**config.mk**
```make
export PLATFORM = sky130hd
export DESIGN_NAME = http_response_head_parser
export DESIGN_NICKNAME = d
export VERILOG_FILES = /design/src/hw/rtl/hrp_pkg.sv /design/src/hw/rtl/http_response_head_parser.sv /design/src/hw/rtl/hrp_front.sv /design/src/hw/rtl/hrp_queue.sv /design/src/hw/rtl/hrp_back.sv
export VERILOG_INCLUDE_DIRS = /design/src /design/src/hw/rtl
export SDC_FILE = /design/constraint.sdc
export NUM_CORES = 1
export LEC_CHECK = 0
export BUFFER_PORTS_ARGS = -buffer_cell sky130_fd_sc_hd__buf_4
export CAP_MARGIN = 20
export CORE_UTILIZATION = 65
export CTS_CLUSTER_SIZE = 20
export DETAILED_ROUTE_END_ITERATION = 16
export PLACE_DENSITY = 0.84
export SKIP_LAST_GASP = 1
export SYNTH_ARGS = -nofsm -noshare
export SYNTH_HDL_FRONTEND = slang
export SYNTH_SLANG_ARGS = --single-unit
```
**constraint.sdc**
```tcl
create_clock -name clk_i -period 9.5 [get_ports clk_i]
set_clock_uncertainty 0.1 [all_clocks]
set_input_delay 2.375 -clock clk_i [delete_from_list [all_inputs] [get_ports clk_i]]
set_output_delay 2.375 -clock clk_i [all_outputs]
set_load 0.01 [all_outputs]
```
**src/hw/rtl/http_response_head_parser_assert.svh**
```systemverilog
// ----------------------------------------------------------------------------
// http response head parser assertion macros
// concurrent checks clocked on clk_i, disabled while rst_ni is low
// ----------------------------------------------------------------------------
`ifndef HTTP_RESPONSE_HEAD_PARSER_ASSERT_SVH
`define HTTP_RESPONSE_HEAD_PARSER_ASSERT_SVH

`ifndef NO_ASSERTIONS
`define HRP_ASSERT(lbl, prop, msg) \
  lbl: assert property (@(posedge clk_i) disable iff (!rst_ni) prop) else $error(msg);
`define HRP_NEVER(lbl, expr, msg) \
  lbl: assert property (@(posedge clk_i) disable iff (!rst_ni) !(expr)) else $error(msg);
`else
`define HRP_ASSERT(lbl, prop, msg)
`define HRP_NEVER(lbl, expr, msg)
`endif

`endif

```
**src/hw/rtl/hrp_pkg.sv**
```systemverilog
// ----------------------------------------------------------------------------
// hrp_pkg
// types and constants shared by the http response head parser modules
// ----------------------------------------------------------------------------
`timescale 1ns / 1ps
`default_nettype none

package hrp_pkg;

  typedef enum logic [2:0] {
    PH_STATUS,
    PH_HEAD,
    PH_BODY,
    PH_DONE,
    PH_ERR
  } phase_e;

  typedef enum logic [2:0] {
    EV_MORE     = 3'd0,
    EV_STATUS   = 3'd1,
    EV_HEADER   = 3'd2,
    EV_BODY     = 3'd3,
    EV_COMPLETE = 3'd4,
    EV_ERR      = 3'd5
  } event_e;

  typedef enum logic [3:0] {
    ST_H, ST_T1, ST_T2, ST_P, ST_SLASH, ST_MAJ0, ST_MAJ, ST_MIN0, ST_MIN,
    ST_CODE, ST_AFTER, ST_TEXT, ST_CR
  } status_e;

  typedef enum logic [2:0] {
    H_START, H_NAME, H_PRE, H_VALUE, H_POST, H_IGNORE, H_ALMOST, H_END_CR
  } header_e;

  localparam int ClLen   = 14;
  localparam int HttpLen = 4;
  localparam int CodeDigits = 3;
  localparam logic [7:0] ChCr = 8'd13;
  localparam logic [7:0] ChLf = 8'd10;

  localparam logic [7:0] ClPrefix [ClLen] = '{
    "C", "o", "n", "t", "e", "n", "t", "-", "L", "e", "n", "g", "t", "h"
  };
  localparam logic [7:0] HttpPrefix [HttpLen] = '{"H", "T", "T", "P"};

  // classified byte handed from front to back
  typedef struct packed {
    logic [7:0]  data;
    logic        new_resp;
    logic        digit;
    logic [7:0]  name_c;     // lowercase name char, zero when not allowed
    logic        is_cr;
    logic        is_lf;
    logic        is_sp;
    logic        is_dot;
    logic        is_colon;
    logic        is_slash;
    logic [15:0] cl_hit;     // byte equals content-length prefix char k
    logic [3:0]  http_hit;
  } cls_t;

endpackage

`default_nettype wire

```
**src/hw/rtl/http_response_head_parser.sv**
```systemverilog
// ----------------------------------------------------------------------------
// http_response_head_parser
// byte-wide http response status line and header parser
// ----------------------------------------------------------------------------
// usage:
//   in channel: one response byte per beat (data_byte_i) with new_response_i
//   high on the first byte of a response, which clears all parse state.
//   out channel: exactly one result beat per input beat, in order, carrying
//   the event code and the current status, header and body fields.
//   path: an accepted byte is written into the queue, then the parse engine
//   pops it into the result register once the output is free.
//   throughput: one byte per cycle while out_stall_i is low.
//   reset: rst_ni clears the queue, the parse state and the output beat.
//   stall: out_stall_i holds the result register; the two-entry queue keeps
//   taking bytes until full, then in_stall_o rises.
// ----------------------------------------------------------------------------
`timescale 1ns / 1ps
`default_nettype none

module http_response_head_parser #(
  parameter int POSITION_BITS = 16,
  parameter int LENGTH_BITS   = 32
) (
  input  wire logic        clk_i,
  input  wire logic        rst_ni,
  input  wire logic        in_valid_i,
  output logic             in_stall_o,
  input  wire logic [7:0]  data_byte_i,
  input  wire logic        new_response_i,
  output logic             out_valid_o,
  input  wire logic        out_stall_i,
  output logic [2:0]       event_res_o,
  output logic [9:0]       status_code_o,
  output logic [31:0]      name_hash_o,
  output logic             invalid_name_o,
  output logic [15:0]      name_length_o,
  output logic [15:0]      value_offset_o,
  output logic [15:0]      value_length_o,
  output logic [31:0]      body_remaining_o
);

  hrp_pkg::cls_t cls_w, q_data;
  logic          full, push, q_valid, pop;

  // front: byte classification
  hrp_front u_front (
    .data_byte_i    (data_byte_i),
    .new_response_i (new_response_i),
    .cls_o          (cls_w)
  );

  assign in_stall_o = full;
  assign push       = in_valid_i && !full;

  // queue decouples intake from the parse engine
  hrp_queue u_queue (
    .clk_i       (clk_i),
    .rst_ni      (rst_ni),
    .push_i      (push),
    .push_data_i (cls_w),
    .full_o      (full),
    .pop_i       (pop),
    .valid_o     (q_valid),
    .pop_data_o  (q_data)
  );

  // back: parse engine and result register
  hrp_back #(
    .POSITION_BITS (POSITION_BITS),
    .LENGTH_BITS   (LENGTH_BITS)
  ) u_back (
    .clk_i            (clk_i),
    .rst_ni           (rst_ni),
    .q_valid_i        (q_valid),
    .q_data_i         (q_data),
    .pop_o            (pop),
    .out_valid_o      (out_valid_o),
    .out_stall_i      (out_stall_i),
    .event_res_o      (event_res_o),
    .status_code_o    (status_code_o),
    .name_hash_o      (name_hash_o),
    .invalid_name_o   (invalid_name_o),
    .name_length_o    (name_length_o),
    .value_offset_o   (value_offset_o),
    .value_length_o   (value_length_o),
    .body_remaining_o (body_remaining_o)
  );

endmodule

`default_nettype wire

```
**src/hw/rtl/hrp_front.sv**
```systemverilog
// ----------------------------------------------------------------------------
// hrp_front
// classifies each incoming byte for the parse engine
// ----------------------------------------------------------------------------
`timescale 1ns / 1ps
`default_nettype none

module hrp_front (
  input  wire logic [7:0]   data_byte_i,
  input  wire logic         new_response_i,
  output hrp_pkg::cls_t     cls_o
);

  logic [7:0] b;
  logic       upper, lower, num;

  assign b     = data_byte_i;
  assign upper = (b >= "A") && (b <= "Z");
  assign lower = (b >= "a") && (b <= "z");
  assign num   = (b >= "0") && (b <= "9");

  always_comb begin
    cls_o          = '0;
    cls_o.data     = b;
    cls_o.new_resp = new_response_i;
    cls_o.digit    = num;
    if (upper) begin
      cls_o.name_c = b + 8'd32;
    end else if (lower || num || b == "-" || b == "_") begin
      cls_o.name_c = b;
    end
    cls_o.is_cr    = (b == hrp_pkg::ChCr);
    cls_o.is_lf    = (b == hrp_pkg::ChLf);
    cls_o.is_sp    = (b == " ");
    cls_o.is_dot   = (b == ".");
    cls_o.is_colon = (b == ":");
    cls_o.is_slash = (b == "/");
    for (int k = 0; k < hrp_pkg::ClLen; k++) begin
      cls_o.cl_hit[k] = (b == hrp_pkg::ClPrefix[k]);
    end
    for (int k = 0; k < hrp_pkg::HttpLen; k++) begin
      cls_o.http_hit[k] = (b == hrp_pkg::HttpPrefix[k]);
    end
  end

endmodule

`default_nettype wire

```
**src/hw/rtl/hrp_queue.sv**
```systemverilog
// ----------------------------------------------------------------------------
// hrp_queue
// two-entry queue of classified bytes between front and back
// ----------------------------------------------------------------------------
`timescale 1ns / 1ps
`default_nettype none

module hrp_queue (
  input  wire logic          clk_i,
  input  wire logic          rst_ni,
  input  wire logic          push_i,
  input  wire hrp_pkg::cls_t push_data_i,
  output logic               full_o,
  input  wire logic          pop_i,
  output logic               valid_o,
  output hrp_pkg::cls_t      pop_data_o
);

  hrp_pkg::cls_t mem_q [2];
  logic       wr_q, wr_d, rd_q, rd_d;
  logic [1:0] cnt_q, cnt_d;

  assign full_o     = (cnt_q == 2'd2);
  assign valid_o    = (cnt_q != 2'd0);
  assign pop_data_o = mem_q[rd_q];

  always_comb begin
    wr_d  = wr_q ^ push_i;
    rd_d  = rd_q ^ pop_i;
    cnt_d = cnt_q + {1'b0, push_i} - {1'b0, pop_i};
  end

  always_ff @(posedge clk_i) begin
    if (push_i) begin
      mem_q[wr_q] <= push_data_i;
    end
  end

  always_ff @(posedge clk_i or negedge rst_ni) begin
    if (!rst_ni) begin
      wr_q  <= 1'b0;
      rd_q  <= 1'b0;
      cnt_q <= 2'd0;
    end else begin
      wr_q  <= wr_d;
      rd_q  <= rd_d;
      cnt_q <= cnt_d;
    end
  end

endmodule

`default_nettype wire

```
**src/hw/rtl/hrp_back.sv**
```systemverilog
// ----------------------------------------------------------------------------
// hrp_back
// response parse engine and registered result beat
// ----------------------------------------------------------------------------
`timescale 1ns / 1ps
`default_nettype none

`include "http_response_head_parser_assert.svh"

module hrp_back #(
  parameter int POSITION_BITS = 16,
  parameter int LENGTH_BITS   = 32
) (
  input  wire logic          clk_i,
  input  wire logic          rst_ni,
  input  wire logic          q_valid_i,
  input  wire hrp_pkg::cls_t q_data_i,
  output logic               pop_o,
  output logic               out_valid_o,
  input  wire logic          out_stall_i,
  output logic [2:0]         event_res_o,
  output logic [9:0]         status_code_o,
  output logic [31:0]        name_hash_o,
  output logic               invalid_name_o,
  output logic [15:0]        name_length_o,
  output logic [15:0]        value_offset_o,
  output logic [15:0]        value_length_o,
  output logic [31:0]        body_remaining_o
);

  localparam int P = POSITION_BITS;
  localparam int L = LENGTH_BITS;

  hrp_pkg::phase_e  phase_q, phase_d;
  hrp_pkg::status_e st_q, st_d;
  hrp_pkg::header_e hd_q, hd_d;
  hrp_pkg::event_e  ev;
  logic [9:0]  code_q, code_d;
  logic [1:0]  cdig_q, cdig_d;
  logic [31:0] hash_q, hash_d;
  logic        bad_q, bad_d;
  logic [P-1:0] bpos_q, bpos_d, lstart_q, lstart_d, vstart_q, vstart_d;
  logic [P-1:0] vend_q, vend_d, nend_q, nend_d, pos;
  logic [3:0]  lcnt_q, lcnt_d, lm_q, lm_d, off;
  logic [2:0]  hm_q, hm_d;
  logic [L-1:0] ldig_q, ldig_d, body_q, body_d;
  logic        lact_q, lact_d, lbad_q, lbad_d;
  logic        do_vc, do_ld;
  logic [L+3:0] ldig_x;
  logic [3:0]  dval;
  hrp_pkg::cls_t c;

  logic        out_valid_q;
  logic [2:0]  ev_q;
  logic [9:0]  oc_q;
  logic [31:0] oh_q, ob_q;
  logic        oi_q;
  logic [15:0] onl_q, ovo_q, ovl_q;
  logic [P-1:0] nl_w, vl_w;
  logic [31:0] nl_x, vl_x, vo_x;
  logic [63:0] body_x;

  assign c     = q_data_i;
  assign pop_o = q_valid_i && (!out_valid_q || !out_stall_i);
  assign dval  = c.data[3:0];

  always_comb begin
    phase_d = phase_q; st_d = st_q; hd_d = hd_q;
    code_d = code_q; cdig_d = cdig_q; hash_d = hash_q; bad_d = bad_q;
    bpos_d = bpos_q; lstart_d = lstart_q; vstart_d = vstart_q;
    vend_d = vend_q; nend_d = nend_q; lcnt_d = lcnt_q; lm_d = lm_q; hm_d = hm_q;
    ldig_d = ldig_q; lact_d = lact_q; lbad_d = lbad_q; body_d = body_q;
    ev = hrp_pkg::EV_MORE;
    do_vc = 1'b0;
    do_ld = 1'b0;
    off = lcnt_q;
    ldig_x = '0;

    // start of a response clears all parse state
    if (c.new_resp) begin
      phase_d = hrp_pkg::PH_STATUS; st_d = hrp_pkg::ST_H; hd_d = hrp_pkg::H_START;
      code_d = '0; cdig_d = '0; hash_d = '0; bad_d = 1'b0;
      bpos_d = '0; lstart_d = '0; vstart_d = '0; vend_d = '0; nend_d = '0;
      lcnt_d = '0; lm_d = '0; hm_d = '0; ldig_d = '0; lact_d = 1'b0;
      lbad_d = 1'b0; body_d = '0;
      off = '0;
    end
    pos    = bpos_d;
    bpos_d = pos + 1'b1;

    case (phase_d)
      hrp_pkg::PH_STATUS: begin
        case (st_d)
          hrp_pkg::ST_H:     if (c.data == "H") st_d = hrp_pkg::ST_T1;
                             else phase_d = hrp_pkg::PH_ERR;
          hrp_pkg::ST_T1:    if (c.data == "T") st_d = hrp_pkg::ST_T2;
                             else phase_d = hrp_pkg::PH_ERR;
          hrp_pkg::ST_T2:    if (c.data == "T") st_d = hrp_pkg::ST_P;
                             else phase_d = hrp_pkg::PH_ERR;
          hrp_pkg::ST_P:     if (c.data == "P") st_d = hrp_pkg::ST_SLASH;
                             else phase_d = hrp_pkg::PH_ERR;
          hrp_pkg::ST_SLASH: if (c.is_slash) st_d = hrp_pkg::ST_MAJ0;
                             else phase_d = hrp_pkg::PH_ERR;
          hrp_pkg::ST_MAJ0:  if (c.digit && c.data != "0") st_d = hrp_pkg::ST_MAJ;
                             else phase_d = hrp_pkg::PH_ERR;
          hrp_pkg::ST_MAJ: begin
            if (c.is_dot) st_d = hrp_pkg::ST_MIN0;
            else if (!c.digit) phase_d = hrp_pkg::PH_ERR;
          end
          hrp_pkg::ST_MIN0:  if (c.digit) st_d = hrp_pkg::ST_MIN;
                             else phase_d = hrp_pkg::PH_ERR;
          hrp_pkg::ST_MIN: begin
            if (c.is_sp) st_d = hrp_pkg::ST_CODE;
            else if (!c.digit) phase_d = hrp_pkg::PH_ERR;
          end
          hrp_pkg::ST_CODE: begin
            if (!c.is_sp) begin
              if (!c.digit) begin
                phase_d = hrp_pkg::PH_ERR;
              end else begin
                code_d = (code_d << 3) + (code_d << 1) + {6'd0, dval};
                cdig_d = cdig_d + 2'd1;
                if (cdig_d == 2'(hrp_pkg::CodeDigits)) st_d = hrp_pkg::ST_AFTER;
              end
            end
          end
          hrp_pkg::ST_AFTER: begin
            if (c.is_sp || c.is_dot) st_d = hrp_pkg::ST_TEXT;
            else if (c.is_cr) st_d = hrp_pkg::ST_CR;
            else if (c.is_lf) ev = hrp_pkg::EV_STATUS;
            else phase_d = hrp_pkg::PH_ERR;
          end
          hrp_pkg::ST_TEXT: begin
            if (c.is_cr) st_d = hrp_pkg::ST_CR;
            else if (c.is_lf) ev = hrp_pkg::EV_STATUS;
          end
          hrp_pkg::ST_CR: begin
            if (c.is_lf) ev = hrp_pkg::EV_STATUS;
            else phase_d = hrp_pkg::PH_ERR;
          end
          default: phase_d = hrp_pkg::PH_ERR;
        endcase
        if (phase_d == hrp_pkg::PH_ERR) begin
          ev = hrp_pkg::EV_ERR;
        end else if (ev == hrp_pkg::EV_STATUS) begin
          st_d = hrp_pkg::ST_H;
          hd_d = hrp_pkg::H_START;
          phase_d = hrp_pkg::PH_HEAD;
        end
      end

      hrp_pkg::PH_HEAD: begin
        if (hd_d == hrp_pkg::H_START) begin
          lstart_d = pos; lcnt_d = '0; off = '0; lm_d = '0; hm_d = '0;
          ldig_d = '0; lact_d = 1'b0; lbad_d = 1'b0;
        end else begin
          off = lcnt_d;
        end
        if (off < 4'(hrp_pkg::ClLen) && lm_d == off && c.cl_hit[off]) lm_d = lm_d + 4'd1;
        if (off < 4'(hrp_pkg::HttpLen) && hm_d == off[2:0] && c.http_hit[off[1:0]]) begin
          hm_d = hm_d + 3'd1;
        end
        if (lcnt_d < 4'd15) lcnt_d = lcnt_d + 4'd1;

        case (hd_d)
          hrp_pkg::H_START: begin
            if (c.is_cr) begin
              hd_d = hrp_pkg::H_END_CR;
            end else if (c.is_lf) begin
              ev = hrp_pkg::EV_COMPLETE;
            end else begin
              hd_d = hrp_pkg::H_NAME;
              hash_d = {24'd0, c.name_c};
              bad_d = (c.name_c == 8'd0);
            end
          end
          hrp_pkg::H_NAME: begin
            if (c.name_c != 8'd0) begin
              hash_d = (hash_d << 5) - hash_d + {24'd0, c.name_c};
            end else if (c.is_colon) begin
              nend_d = pos;
              hd_d = hrp_pkg::H_PRE;
            end else if (c.is_cr || c.is_lf) begin
              nend_d = pos; vstart_d = pos; vend_d = pos;
              if (c.is_lf) do_ld = 1'b1;
              else hd_d = hrp_pkg::H_ALMOST;
            end else if (c.is_slash && off == 4'(hrp_pkg::HttpLen)
                         && hm_d == 3'(hrp_pkg::HttpLen)) begin
              hd_d = hrp_pkg::H_IGNORE;
            end else begin
              bad_d = 1'b1;
            end
          end
          hrp_pkg::H_PRE: begin
            if (!c.is_sp) begin
              vstart_d = pos;
              if (c.is_cr || c.is_lf) begin
                vend_d = pos;
                if (c.is_lf) do_ld = 1'b1;
                else hd_d = hrp_pkg::H_ALMOST;
              end else begin
                do_vc = 1'b1;
                hd_d = hrp_pkg::H_VALUE;
              end
            end
          end
          hrp_pkg::H_VALUE: begin
            if (c.is_sp) begin
              vend_d = pos; hd_d = hrp_pkg::H_POST;
            end else if (c.is_cr) begin
              vend_d = pos; hd_d = hrp_pkg::H_ALMOST;
            end else if (c.is_lf) begin
              vend_d = pos; do_ld = 1'b1;
            end else begin
              do_vc = 1'b1;
            end
          end
          hrp_pkg::H_POST: begin
            if (c.is_cr) hd_d = hrp_pkg::H_ALMOST;
            else if (c.is_lf) do_ld = 1'b1;
            else if (!c.is_sp) begin
              lbad_d = 1'b1;
              do_vc = 1'b1;
              hd_d = hrp_pkg::H_VALUE;
            end
          end
          hrp_pkg::H_IGNORE: begin
            if (c.is_lf) hd_d = hrp_pkg::H_START;
          end
          hrp_pkg::H_ALMOST: begin
            if (c.is_lf) do_ld = 1'b1;
            else if (!c.is_cr) begin
              phase_d = hrp_pkg::PH_ERR;
              ev = hrp_pkg::EV_ERR;
            end
          end
          default: begin
            if (c.is_lf) ev = hrp_pkg::EV_COMPLETE;
            else begin
              phase_d = hrp_pkg::PH_ERR;
              ev = hrp_pkg::EV_ERR;
            end
          end
        endcase

        // value byte of a possible content-length
        if (do_vc) begin
          lact_d = 1'b1;
          ldig_x = {ldig_d, 3'b000} + {2'b00, ldig_d, 1'b0} + {{L{1'b0}}, dval};
          if (!lbad_d) begin
            if (!c.digit || (|ldig_x[L+3:L])) lbad_d = 1'b1;
            else ldig_d = ldig_x[L-1:0];
          end
        end
        // end of a header line
        if (do_ld) begin
          hd_d = hrp_pkg::H_START;
          ev = hrp_pkg::EV_HEADER;
          if (lm_d == 4'(hrp_pkg::ClLen) && body_d == '0) begin
            if (lbad_d || !lact_d) begin
              phase_d = hrp_pkg::PH_ERR;
              ev = hrp_pkg::EV_ERR;
            end else begin
              body_d = ldig_d;
            end
          end
        end
        // empty line ends the head
        if (ev == hrp_pkg::EV_COMPLETE) begin
          hd_d = hrp_pkg::H_START;
          if (body_d != '0) begin
            phase_d = hrp_pkg::PH_BODY;
            ev = hrp_pkg::EV_BODY;
          end else begin
            phase_d = hrp_pkg::PH_DONE;
          end
        end
      end

      hrp_pkg::PH_BODY: begin
        if (body_d != '0) body_d = body_d - 1'b1;
        if (body_d == '0) begin
          phase_d = hrp_pkg::PH_DONE;
          ev = hrp_pkg::EV_COMPLETE;
        end
      end
      hrp_pkg::PH_DONE: ev = hrp_pkg::EV_COMPLETE;
      default: begin
        phase_d = hrp_pkg::PH_ERR;
        ev = hrp_pkg::EV_ERR;
      end
    endcase
  end

  assign nl_w   = nend_d - lstart_d;
  assign vl_w   = vend_d - vstart_d;
  assign nl_x   = 32'(nl_w);
  assign vl_x   = 32'(vl_w);
  assign vo_x   = 32'(vstart_d);
  assign body_x = 64'(body_d);

  always_ff @(posedge clk_i or negedge rst_ni) begin
    if (!rst_ni) begin
      phase_q <= hrp_pkg::PH_STATUS; st_q <= hrp_pkg::ST_H; hd_q <= hrp_pkg::H_START;
      code_q <= '0; cdig_q <= '0; hash_q <= '0; bad_q <= 1'b0;
      bpos_q <= '0; lstart_q <= '0; vstart_q <= '0; vend_q <= '0; nend_q <= '0;
      lcnt_q <= '0; lm_q <= '0; hm_q <= '0; ldig_q <= '0;
      lact_q <= 1'b0; lbad_q <= 1'b0; body_q <= '0;
      out_valid_q <= 1'b0;
    end else begin
      if (pop_o) begin
        phase_q <= phase_d; st_q <= st_d; hd_q <= hd_d;
        code_q <= code_d; cdig_q <= cdig_d; hash_q <= hash_d; bad_q <= bad_d;
        bpos_q <= bpos_d; lstart_q <= lstart_d; vstart_q <= vstart_d;
        vend_q <= vend_d; nend_q <= nend_d; lcnt_q <= lcnt_d; lm_q <= lm_d;
        hm_q <= hm_d; ldig_q <= ldig_d; lact_q <= lact_d; lbad_q <= lbad_d;
        body_q <= body_d;
        out_valid_q <= 1'b1;
      end else if (!out_stall_i) begin
        out_valid_q <= 1'b0;
      end
    end
  end

  always_ff @(posedge clk_i) begin
    if (pop_o) begin
      ev_q  <= ev;
      oc_q  <= code_d;
      oh_q  <= hash_d;
      oi_q  <= bad_d;
      onl_q <= nl_x[15:0];
      ovo_q <= vo_x[15:0];
      ovl_q <= vl_x[15:0];
      ob_q  <= body_x[31:0];
    end
  end

  assign out_valid_o      = out_valid_q;
  assign event_res_o      = ev_q;
  assign status_code_o    = oc_q;
  assign name_hash_o      = oh_q;
  assign invalid_name_o   = oi_q;
  assign name_length_o    = onl_q;
  assign value_offset_o   = ovo_q;
  assign value_length_o   = ovl_q;
  assign body_remaining_o = ob_q;

  `HRP_ASSERT(a_err_sticks, pop_o && ev == hrp_pkg::EV_ERR |=> phase_q == hrp_pkg::PH_ERR, "error beat without error phase")
  `HRP_ASSERT(a_done_sticks, pop_o && ev == hrp_pkg::EV_COMPLETE |=> phase_q == hrp_pkg::PH_DONE, "complete beat without done phase")
  `HRP_ASSERT(a_body_nonzero, phase_q == hrp_pkg::PH_BODY |-> body_q != '0, "body phase with nothing left")

endmodule

`default_nettype wire
```
==> results of run 1 <==
[metrics by stage]
step	total power, mW	hold slack [ns]	area (um2)	utilization, %	setup slack, ns
after floorplan	4.12	0.338	27700	-	1.35
after global placement	4.87	0.351	29000	69.1	2.75
after detailed placement	4.93	0.361	29000	69.1	2.58
after CTS	6.67	0.376	30400	72.5	2.55
after global routing	7.00	0.391	30400	72.6	2.09
final	6.71	0.372	30400	72.6	2.40
[registers in the layout, summed over array words and instances, names as in the netlist, 4 cells and up]
name / count
u_back.body_q: 32
u_back.lstart_q: 16
u_back.hash_q: 32
u_back.vstart_q: 16
u_back.nend_q: 16
u_back.st_q: 4
u_back.ldig_q: 32
u_back.code_q: 10
u_back.vend_q: 16
u_back.name_hash_o: 32
u_back.value_offset_o: 16
u_queue.mem_q: 72
u_back.lm_q: 4
u_back.lcnt_q: 4
u_back.bpos_q: 16
u_back.value_length_o: 16
u_back.status_code_o: 10
u_back.name_length_o: 16
u_back.body_remaining_o: 32
[cell families (layout without fill, tap and decap cells)]
group	count (synthesis)	count (layout)	synth area share, %
simple gates	1108	1108	18.3
compound gates	816	816	19.6
flops	415	415	41.1
buf+inv	295	374	4.27
fa+ha+maj	187	187	8.69
xor+xnor	110	110	3.48
mux	110	110	4.58
[metal layers]
| layer | up-vias | GRT usage (%) | part of all wire (%) | wire length, um |
|---|---|---|---|---|
| met2 | 1376 | 56.5 | 45 | 36000 |
| met3 | 208 | 5.96 | 9.5 | 7490 |
| met1 | 11800 | 50.9 | 42 | 32900 |
| met5 | - | 0 | 0 | 0 |
| met4 | 0 | 14.4 | 3.5 | 2810 |
| li1 | 11200 | - | - | - |
[power by group]
group	switching (mW)	internal [mW]	total [mW]
registers	0.219	2.27	2.49
logic	1.62	0.855	2.48
clock network	0.748	0.995	1.74
total	2.59	4.12	6.71
[path summary, 6_finish.rpt]
kind / startpoint / to / slack, ns / cells after the start
setup / recovery: u_queue.rd_q$_DFF_PN0_ / u_back.body_q[10]$_DFFE_PN0P_ / 2.40 / 17
hold / removal: u_back.code_q[4]$_DFFE_PN0P_ / u_back.code_q[4]$_DFFE_PN0P_ / 0.37 / 2
setup reg to reg: u_queue.rd_q$_DFF_PN0_ / u_back.body_q[10]$_DFFE_PN0P_ / 2.40 / 17
hold reg to reg: u_back.code_q[4]$_DFFE_PN0P_ / u_back.code_q[4]$_DFFE_PN0P_ / 0.37 / 2
max in group asynchronous: rst_ni / u_queue.rd_q$_DFF_PN0_ / 5.98 / 2
min in group asynchronous: rst_ni / u_back.hash_q[10]$_DFFE_PN0P_ / 1.73 / 1
[cells in the final DEF, fill, tap and decap left out, types with 21 or more instances in the layout]
master / n
nand2_1: 507
nor2_1: 222
dfrtp_1: 216
edfxtp_1: 198
a21oi_1: 197
o21ai_0: 183
ha_1: 178
buf_4: 165
inv_1: 122
nor3_1: 79
xnor2_1: 64
mux2_2: 61
and3_1: 60
a22o_1: 59
nand3_1: 55
clkbuf_16: 47
xor2_1: 46
a21o_1: 45
o22ai_1: 44
a31oi_1: 33
mux2i_1: 32
o31ai_1: 28
and2_1: 23
nor2b_1: 23
nand4_1: 21
[area by class of cell]
class | instances | share of cell area, %
repair buffers | 168 | 4.22
multi-input cells | 2331 | 49.9
clock inverters | 20 | 0.584
flip-flops and latches | 415 | 37.4
clock buffers | 62 | 4.18
well taps | 539 | 2.22
inverters | 124 | 1.55
[critical path, stage by stage, from the launching register on]
cell and delay, ns:
dfrtp_2 0.34, buf_4 0.57, mux2i_4 0.38, buf_4 0.76
and3_1 0.35, ha_1 0.25, ha_1 0.23, fa_1 0.43
nand3_1 0.12, a21oi_1 0.12, o211ai_1 0.26, a311oi_1 0.27
or2_1 0.37, o311ai_2 0.45, and4_2 0.94, mux2_1 0.43
a22o_1 0.23, mux2_2 0.28
==> impl_metrics.py, run 1 <==
metrics = {
    "outcome": {
        "status": "complete, no violations",
    },
    "logic_synthesis": {
        "synth-edff-count": 198,
        "yosysMostFrequentCell": "nand2_1",
        "synth_cells": 3041,
        "synth.largest_area_cell": "edfxtp_1",
        "synth-async-reset-ratio_pct": 52.3,
        "syn_area_um2": 27700,
        "synth.top_cell.area_share_pct": 21.5,
        "syn_nets": 3241,
        "synth_cell_types": 107,
        "yosys-top-cells-area": "edfxtp_1, dfrtp_1, ha_1",
        "yosysWarnings": 0,
        "synthTopCellsByCount": "nand2_1, nor2_1, dfrtp_1, edfxtp_1, a21oi_1",
        "yosysSeqAreaShare_pct": 41.1,
        "synth_area_per_cell_um2": 9.11,
        "ys.flop_type": "dfrtp_1",
        "yosys_register_bits": 415,
    },
    "layout": {
        "regArea_um2": 11400,
        "diodes": 0,
        "nNetsFinal": 3285,
        "multiInputGateArea_um2": 15200,
        "areaGrowthSynthToFinish_pct": 9.87,
        "fillerInstances": 3117,
        "drive_gt1_share_pct": 11.5,
        "layout.cells.non_filler": 3659,
    },
    "placed_design": {
        "port_buffers": 140,
        "dp.cells": 3576,
        "gp_congestion": 0.992,
        "hpwl_mm": 55.6,
    },
    "setup_path": {
        "cp-start-kind": "flop",
        "critical_path_arrival_ns": 7.45,
        "critPathMaxFanout": 90,
        "setup.worst_path.end_class": "flop",
        "critical_path_class": "flop to flop",
        "crit_required_ns": 9.86,
    },
    "clock_tree": {
        "cts-resized-gates": 0,
        "cts_setup_buffers": 0,
        "clockBufferDepth": 3,
        "path_clk_slew_ns": 0.06,
        "clk_latency_ns": 0.59,
        "cts_root_buf": "clkbuf_16",
        "clkSinkCount": 415,
        "tritoncts": "built",
        "holdBufCountCts": 0,
        "cts_inserted_buffers": 45,
        "h-tree-depth": 2,
    },
    "sta": {
        "fin_tns_setup_ns": 0,
        "clock.fmax_mhz": 141,
        "slew_violations": 0,
        "fin_crit_sh_pct": 74.7,
        "tightest_slew_ns": 1.16,
        "rsz0062_at_grt": "no",
        "maxSlewHeadroom_pct": 22.4,
        "hold_viol": 0,
        "finalSetupViolations": 0,
        "fin_crit_ns": 7.10,
    },
    "detailed_routing": {
        "vias": 24600,
        "drt-vias-per-instance": 6.73,
        "routed_wl_mm": 79.2,
        "drtAntennaViolNets": 0,
        "first_pass_iters": 8,
        "dr.first_iter.drc_count": 2939,
        "wl_per_cell_um": 21.6,
        "route.detailed.drc": 0,
    },
    "global_route": {
        "grt_first_pass_wirelength_mm": 126,
        "antenna_found_initial": 0,
        "grt_remaining_overflow": 0,
        "grt_max_degree": 161,
        "grt_use_total_pct": 36.3,
        "grt_pass1_vias": 23400,
    },
    "floorplan": {
        "initial_core_util_pct": 66.0,
        "die_area_um2": 43400,
        "io_pins": 141,
        "die_w_um": 208,
        "die_y_um": 208,
        "std_cell_rows": 75,
        "coreArea_um2": 41900,
    },
    "flow_run": {
        "drv.max_cap_violation_count": 0,
    },
    "power": {
        "p_leak_nw": 13.8,
        "ir_drop_mv": 0.476,
        "power.density_nw_per_um2": 220,
    },
    "worst_hold_path": {
        "min_path_type": "flop to flop",
    },
}
Note: power is estimated with default switching activity, not from simulation.
==> inputs of run 2 (changes only) <==
ABC_AREA = 1   (was not set)
CORE_UTILIZATION = 63   (was 65)
PLACE_DENSITY = 0.82   (was 0.84)
clock period = 7.3 ns   (was 9.5 ns; I/O delays follow)
==> run 2 against run 1 <==
Against the previous run: worst hold slack better by 0.0072 ns; setup slack got worse by 1.4 ns; die area rose by 8.9%; area after synthesis rose by 5.6%; register-to-register slack got worse by 1.4 ns; global-route usage decreased by 0.79 points; first-iteration DRC count grew 0.68%; clock-buffer cell count is 1 higher; non-clock buffer count increased by 13; power grew 44%; critical path type unchanged.
==> impl_metrics.py, run 2 <==
metrics = {
    "layout": {
        "final_common_cell": "nand2_1",
        "diodes": 0,
        "drive_gt1_share_pct": 9.12,
        "areaGrowthSynthToFinish_pct": 10.5,
        "layout.cells.non_filler": 4613,
        "regMostFlops": "u_queue.mem_q",
        "nNetsFinal": 4176,
        "final_cell_mix": "nand2_1, inv_1, nor2_1, o21ai_0, dfrtp_1",
        "fillerInstances": 3764,
        "largest_register_ffs": 72,
        "fin_area_um2": 32300,
        "fin_util_pct": 70.9,
    },
    "global_route": {
        "grt_first_pass_wirelength_mm": 135,
        "grt_remaining_overflow": 0,
        "grt_use_total_pct": 35.5,
        "antenna_found_initial": 0,
        "grt_pass1_vias": 26200,
        "grt_max_degree": 136,
    },
    "logic_synthesis": {
        "synthTopCellsByCount": "nand2_1, inv_1, nor2_1, o21ai_0, dfrtp_1",
        "yosysMostFrequentCell": "nand2_1",
        "ys.flop_type": "dfrtp_1",
        "yosys_register_bits": 415,
        "synth-async-reset-ratio_pct": 52.3,
        "syn_nets": 4095,
        "yosysSeqAreaShare_pct": 38.9,
        "synth.largest_area_cell": "edfxtp_1",
        "syn_area_um2": 29200,
        "synth.top_cell.area_share_pct": 20.3,
        "synth_area_per_cell_um2": 7.51,
        "yosys-top-cells-area": "edfxtp_1, dfrtp_1, nand2_1",
        "synth-edff-count": 198,
        "synth_cell_types": 71,
        "yosysWarnings": 0,
        "synth_cells": 3895,
    },
    "outcome": {
        "status": "complete, no violations",
    },
    "power": {
        "p_leak_nw": 15.6,
        "power.density_nw_per_um2": 298,
        "ir_drop_mv": 0.247,
    },
    "detailed_routing": {
        "routed_wl_mm": 83.8,
        "dr.first_iter.drc_count": 2959,
        "route.detailed.drc": 0,
        "wl_per_cell_um": 18.2,
        "vias": 27600,
        "drt-vias-per-instance": 5.98,
        "first_pass_iters": 7,
        "drtAntennaViolNets": 0,
    },
    "placed_design": {
        "dpl_cell_area_um2": 30800,
        "gp_congestion": 1.02,
        "dp.cells": 4529,
        "port_buffers": 140,
        "hpwl_mm": 60.2,
    },
    "clock_tree": {
        "cts-resized-gates": 0,
        "clk_latency_ns": 0.61,
        "h-tree-depth": 2,
        "cts_root_buf": "clkbuf_16",
        "cts_setup_buffers": 0,
        "cts_inserted_buffers": 45,
        "clockBufferDepth": 3,
        "holdBufCountCts": 0,
        "tritoncts": "built",
        "path_clk_slew_ns": 0.07,
        "clkSinkCount": 415,
    },
    "worst_hold_path": {
        "hold_path_depth": 2,
        "min_path_type": "flop to flop",
        "min-delay-start": "u_back.body_q[20]$_DFFE_PN0P_",
    },
    "setup_path": {
        "timing.rr.start": "u_queue.rd_q$_DFF_PN0_",
        "cp-start-kind": "flop",
        "crit_required_ns": 7.55,
        "crit_path_top_delay_cell": "dfrtp_1",
        "cpMostUsedCell": "nand2_1",
        "setup.worst_path.end_class": "flop",
        "critPathMaxFanout": 25,
        "worst-r2r-cell-count": 36,
        "critical_path_arrival_ns": 6.55,
        "critPathMaxStageDelay_ns": 0.48,
        "worstSetupStartpoint": "u_queue.rd_q$_DFF_PN0_",
        "critical_path_class": "flop to flop",
    },
    "sta": {
        "hold_viol": 0,
        "fin_crit_sh_pct": 86.4,
        "fin_crit_ns": 6.31,
        "finalSetupViolations": 0,
        "clock.fmax_mhz": 159,
        "fin_tns_setup_ns": 0,
        "tightest_slew_ns": 1.06,
        "maxSlewHeadroom_pct": 28.7,
        "rsz0062_at_grt": "no",
        "slew_violations": 0,
    },
    "floorplan": {
        "initial_core_util_pct": 64.2,
        "die_y_um": 217,
        "die_area_um2": 47300,
        "die_w_um": 217,
        "io_pins": 141,
        "std_cell_rows": 78,
        "coreArea_um2": 45600,
    },
    "flow_run": {
        "drv.max_cap_violation_count": 0,
    },
}
==> run 2: changes by cell type in the layout (fill, tap and decap cells not counted), sizes merged, moves of 71 or more <==
cell / previous run / this run
mux2: 72 / 1
nand2: 509 / 1017
o21ai: 196 / 363
nand3: 56 / 173
nor2: 224 / 381
inv: 125 / 513
==> run 2: routing by layer <==
metal	GRT usage, %	up-vias	wire [um]
met5	0	-	0
met4	15.3	0	3500
met3	6.07	248	7470
met2	55.6	1365	37800
met1	48.7	12800	35100
li1	-	13100	-
==> run 2: cells by family (layout without fill, tap and decap cells) <==
kind of cell	count (synthesis)	after routing	share of synthesized area [%]
and+or+nand+nor	1745	1745	25.2
AOI/OAI and AO/OA	765	765	15.1
buffers and inverters	658	776	8.80
DFF	415	415	38.9
adders and majority gates	187	187	8.23
xor gates and xnor gates	117	117	3.50
muxes	8	8	0.278
==> run 2: cell type report <==
type	instances	area (um2)	area share, %
Multi-Input combinational cell	2822	15300	47.4
Sequential cell	415	11400	35.2
Inverter	511	1930	5.96
Timing Repair Buffer	181	1400	4.34
Clock buffer	63	1300	4.01
Tap cell	600	751	2.32
Clock inverter	21	251	0.778
==> run 2: final timing paths <==
check	slack, ns	to
min reg2reg	0.38	u_back.body_q[20]$_DFFE_PN0P_
max in group asynchronous	4.77	u_back.ldig_q[16]$_DFFE_PN0P_
max reg2reg	0.99	u_back.event_res_o[0]$_DFFE_PP_
max	0.99	u_back.event_res_o[0]$_DFFE_PP_
min	0.38	u_back.body_q[20]$_DFFE_PN0P_
min in group asynchronous	1.10	u_back.hash_q[18]$_DFFE_PN0P_
==> run 2: worst max-delay path, delay by kind of cell (launching register included) <==
kind	cells	cell delay (ns)
and+or+nand+nor	29	3.44
adders and majority gates	2	0.77
buffers and inverters	3	0.67
AOI/OAI and AO/OA	2	0.52
DFF	1	0.48
==> run 2: metrics by stage <==
step	hold WS (ns)	worst slack [ns]	power, mW
floorplan	0.349	2.02	5.85
global placement	0.363	1.37	7.14
detailed placement	0.365	1.20	7.20
CTS	0.381	1.14	9.58
global route	0.395	0.489	10.1
finish	0.380	0.994	9.64
==> run 2: power breakdown <==
part / switching, mW / internal, mW / leakage [nW]
Sequential: 0.200 / 3.05 / 4.93
Clock: 0.999 / 1.39 / 0.753
Combinational: 2.85 / 1.15 / 9.93
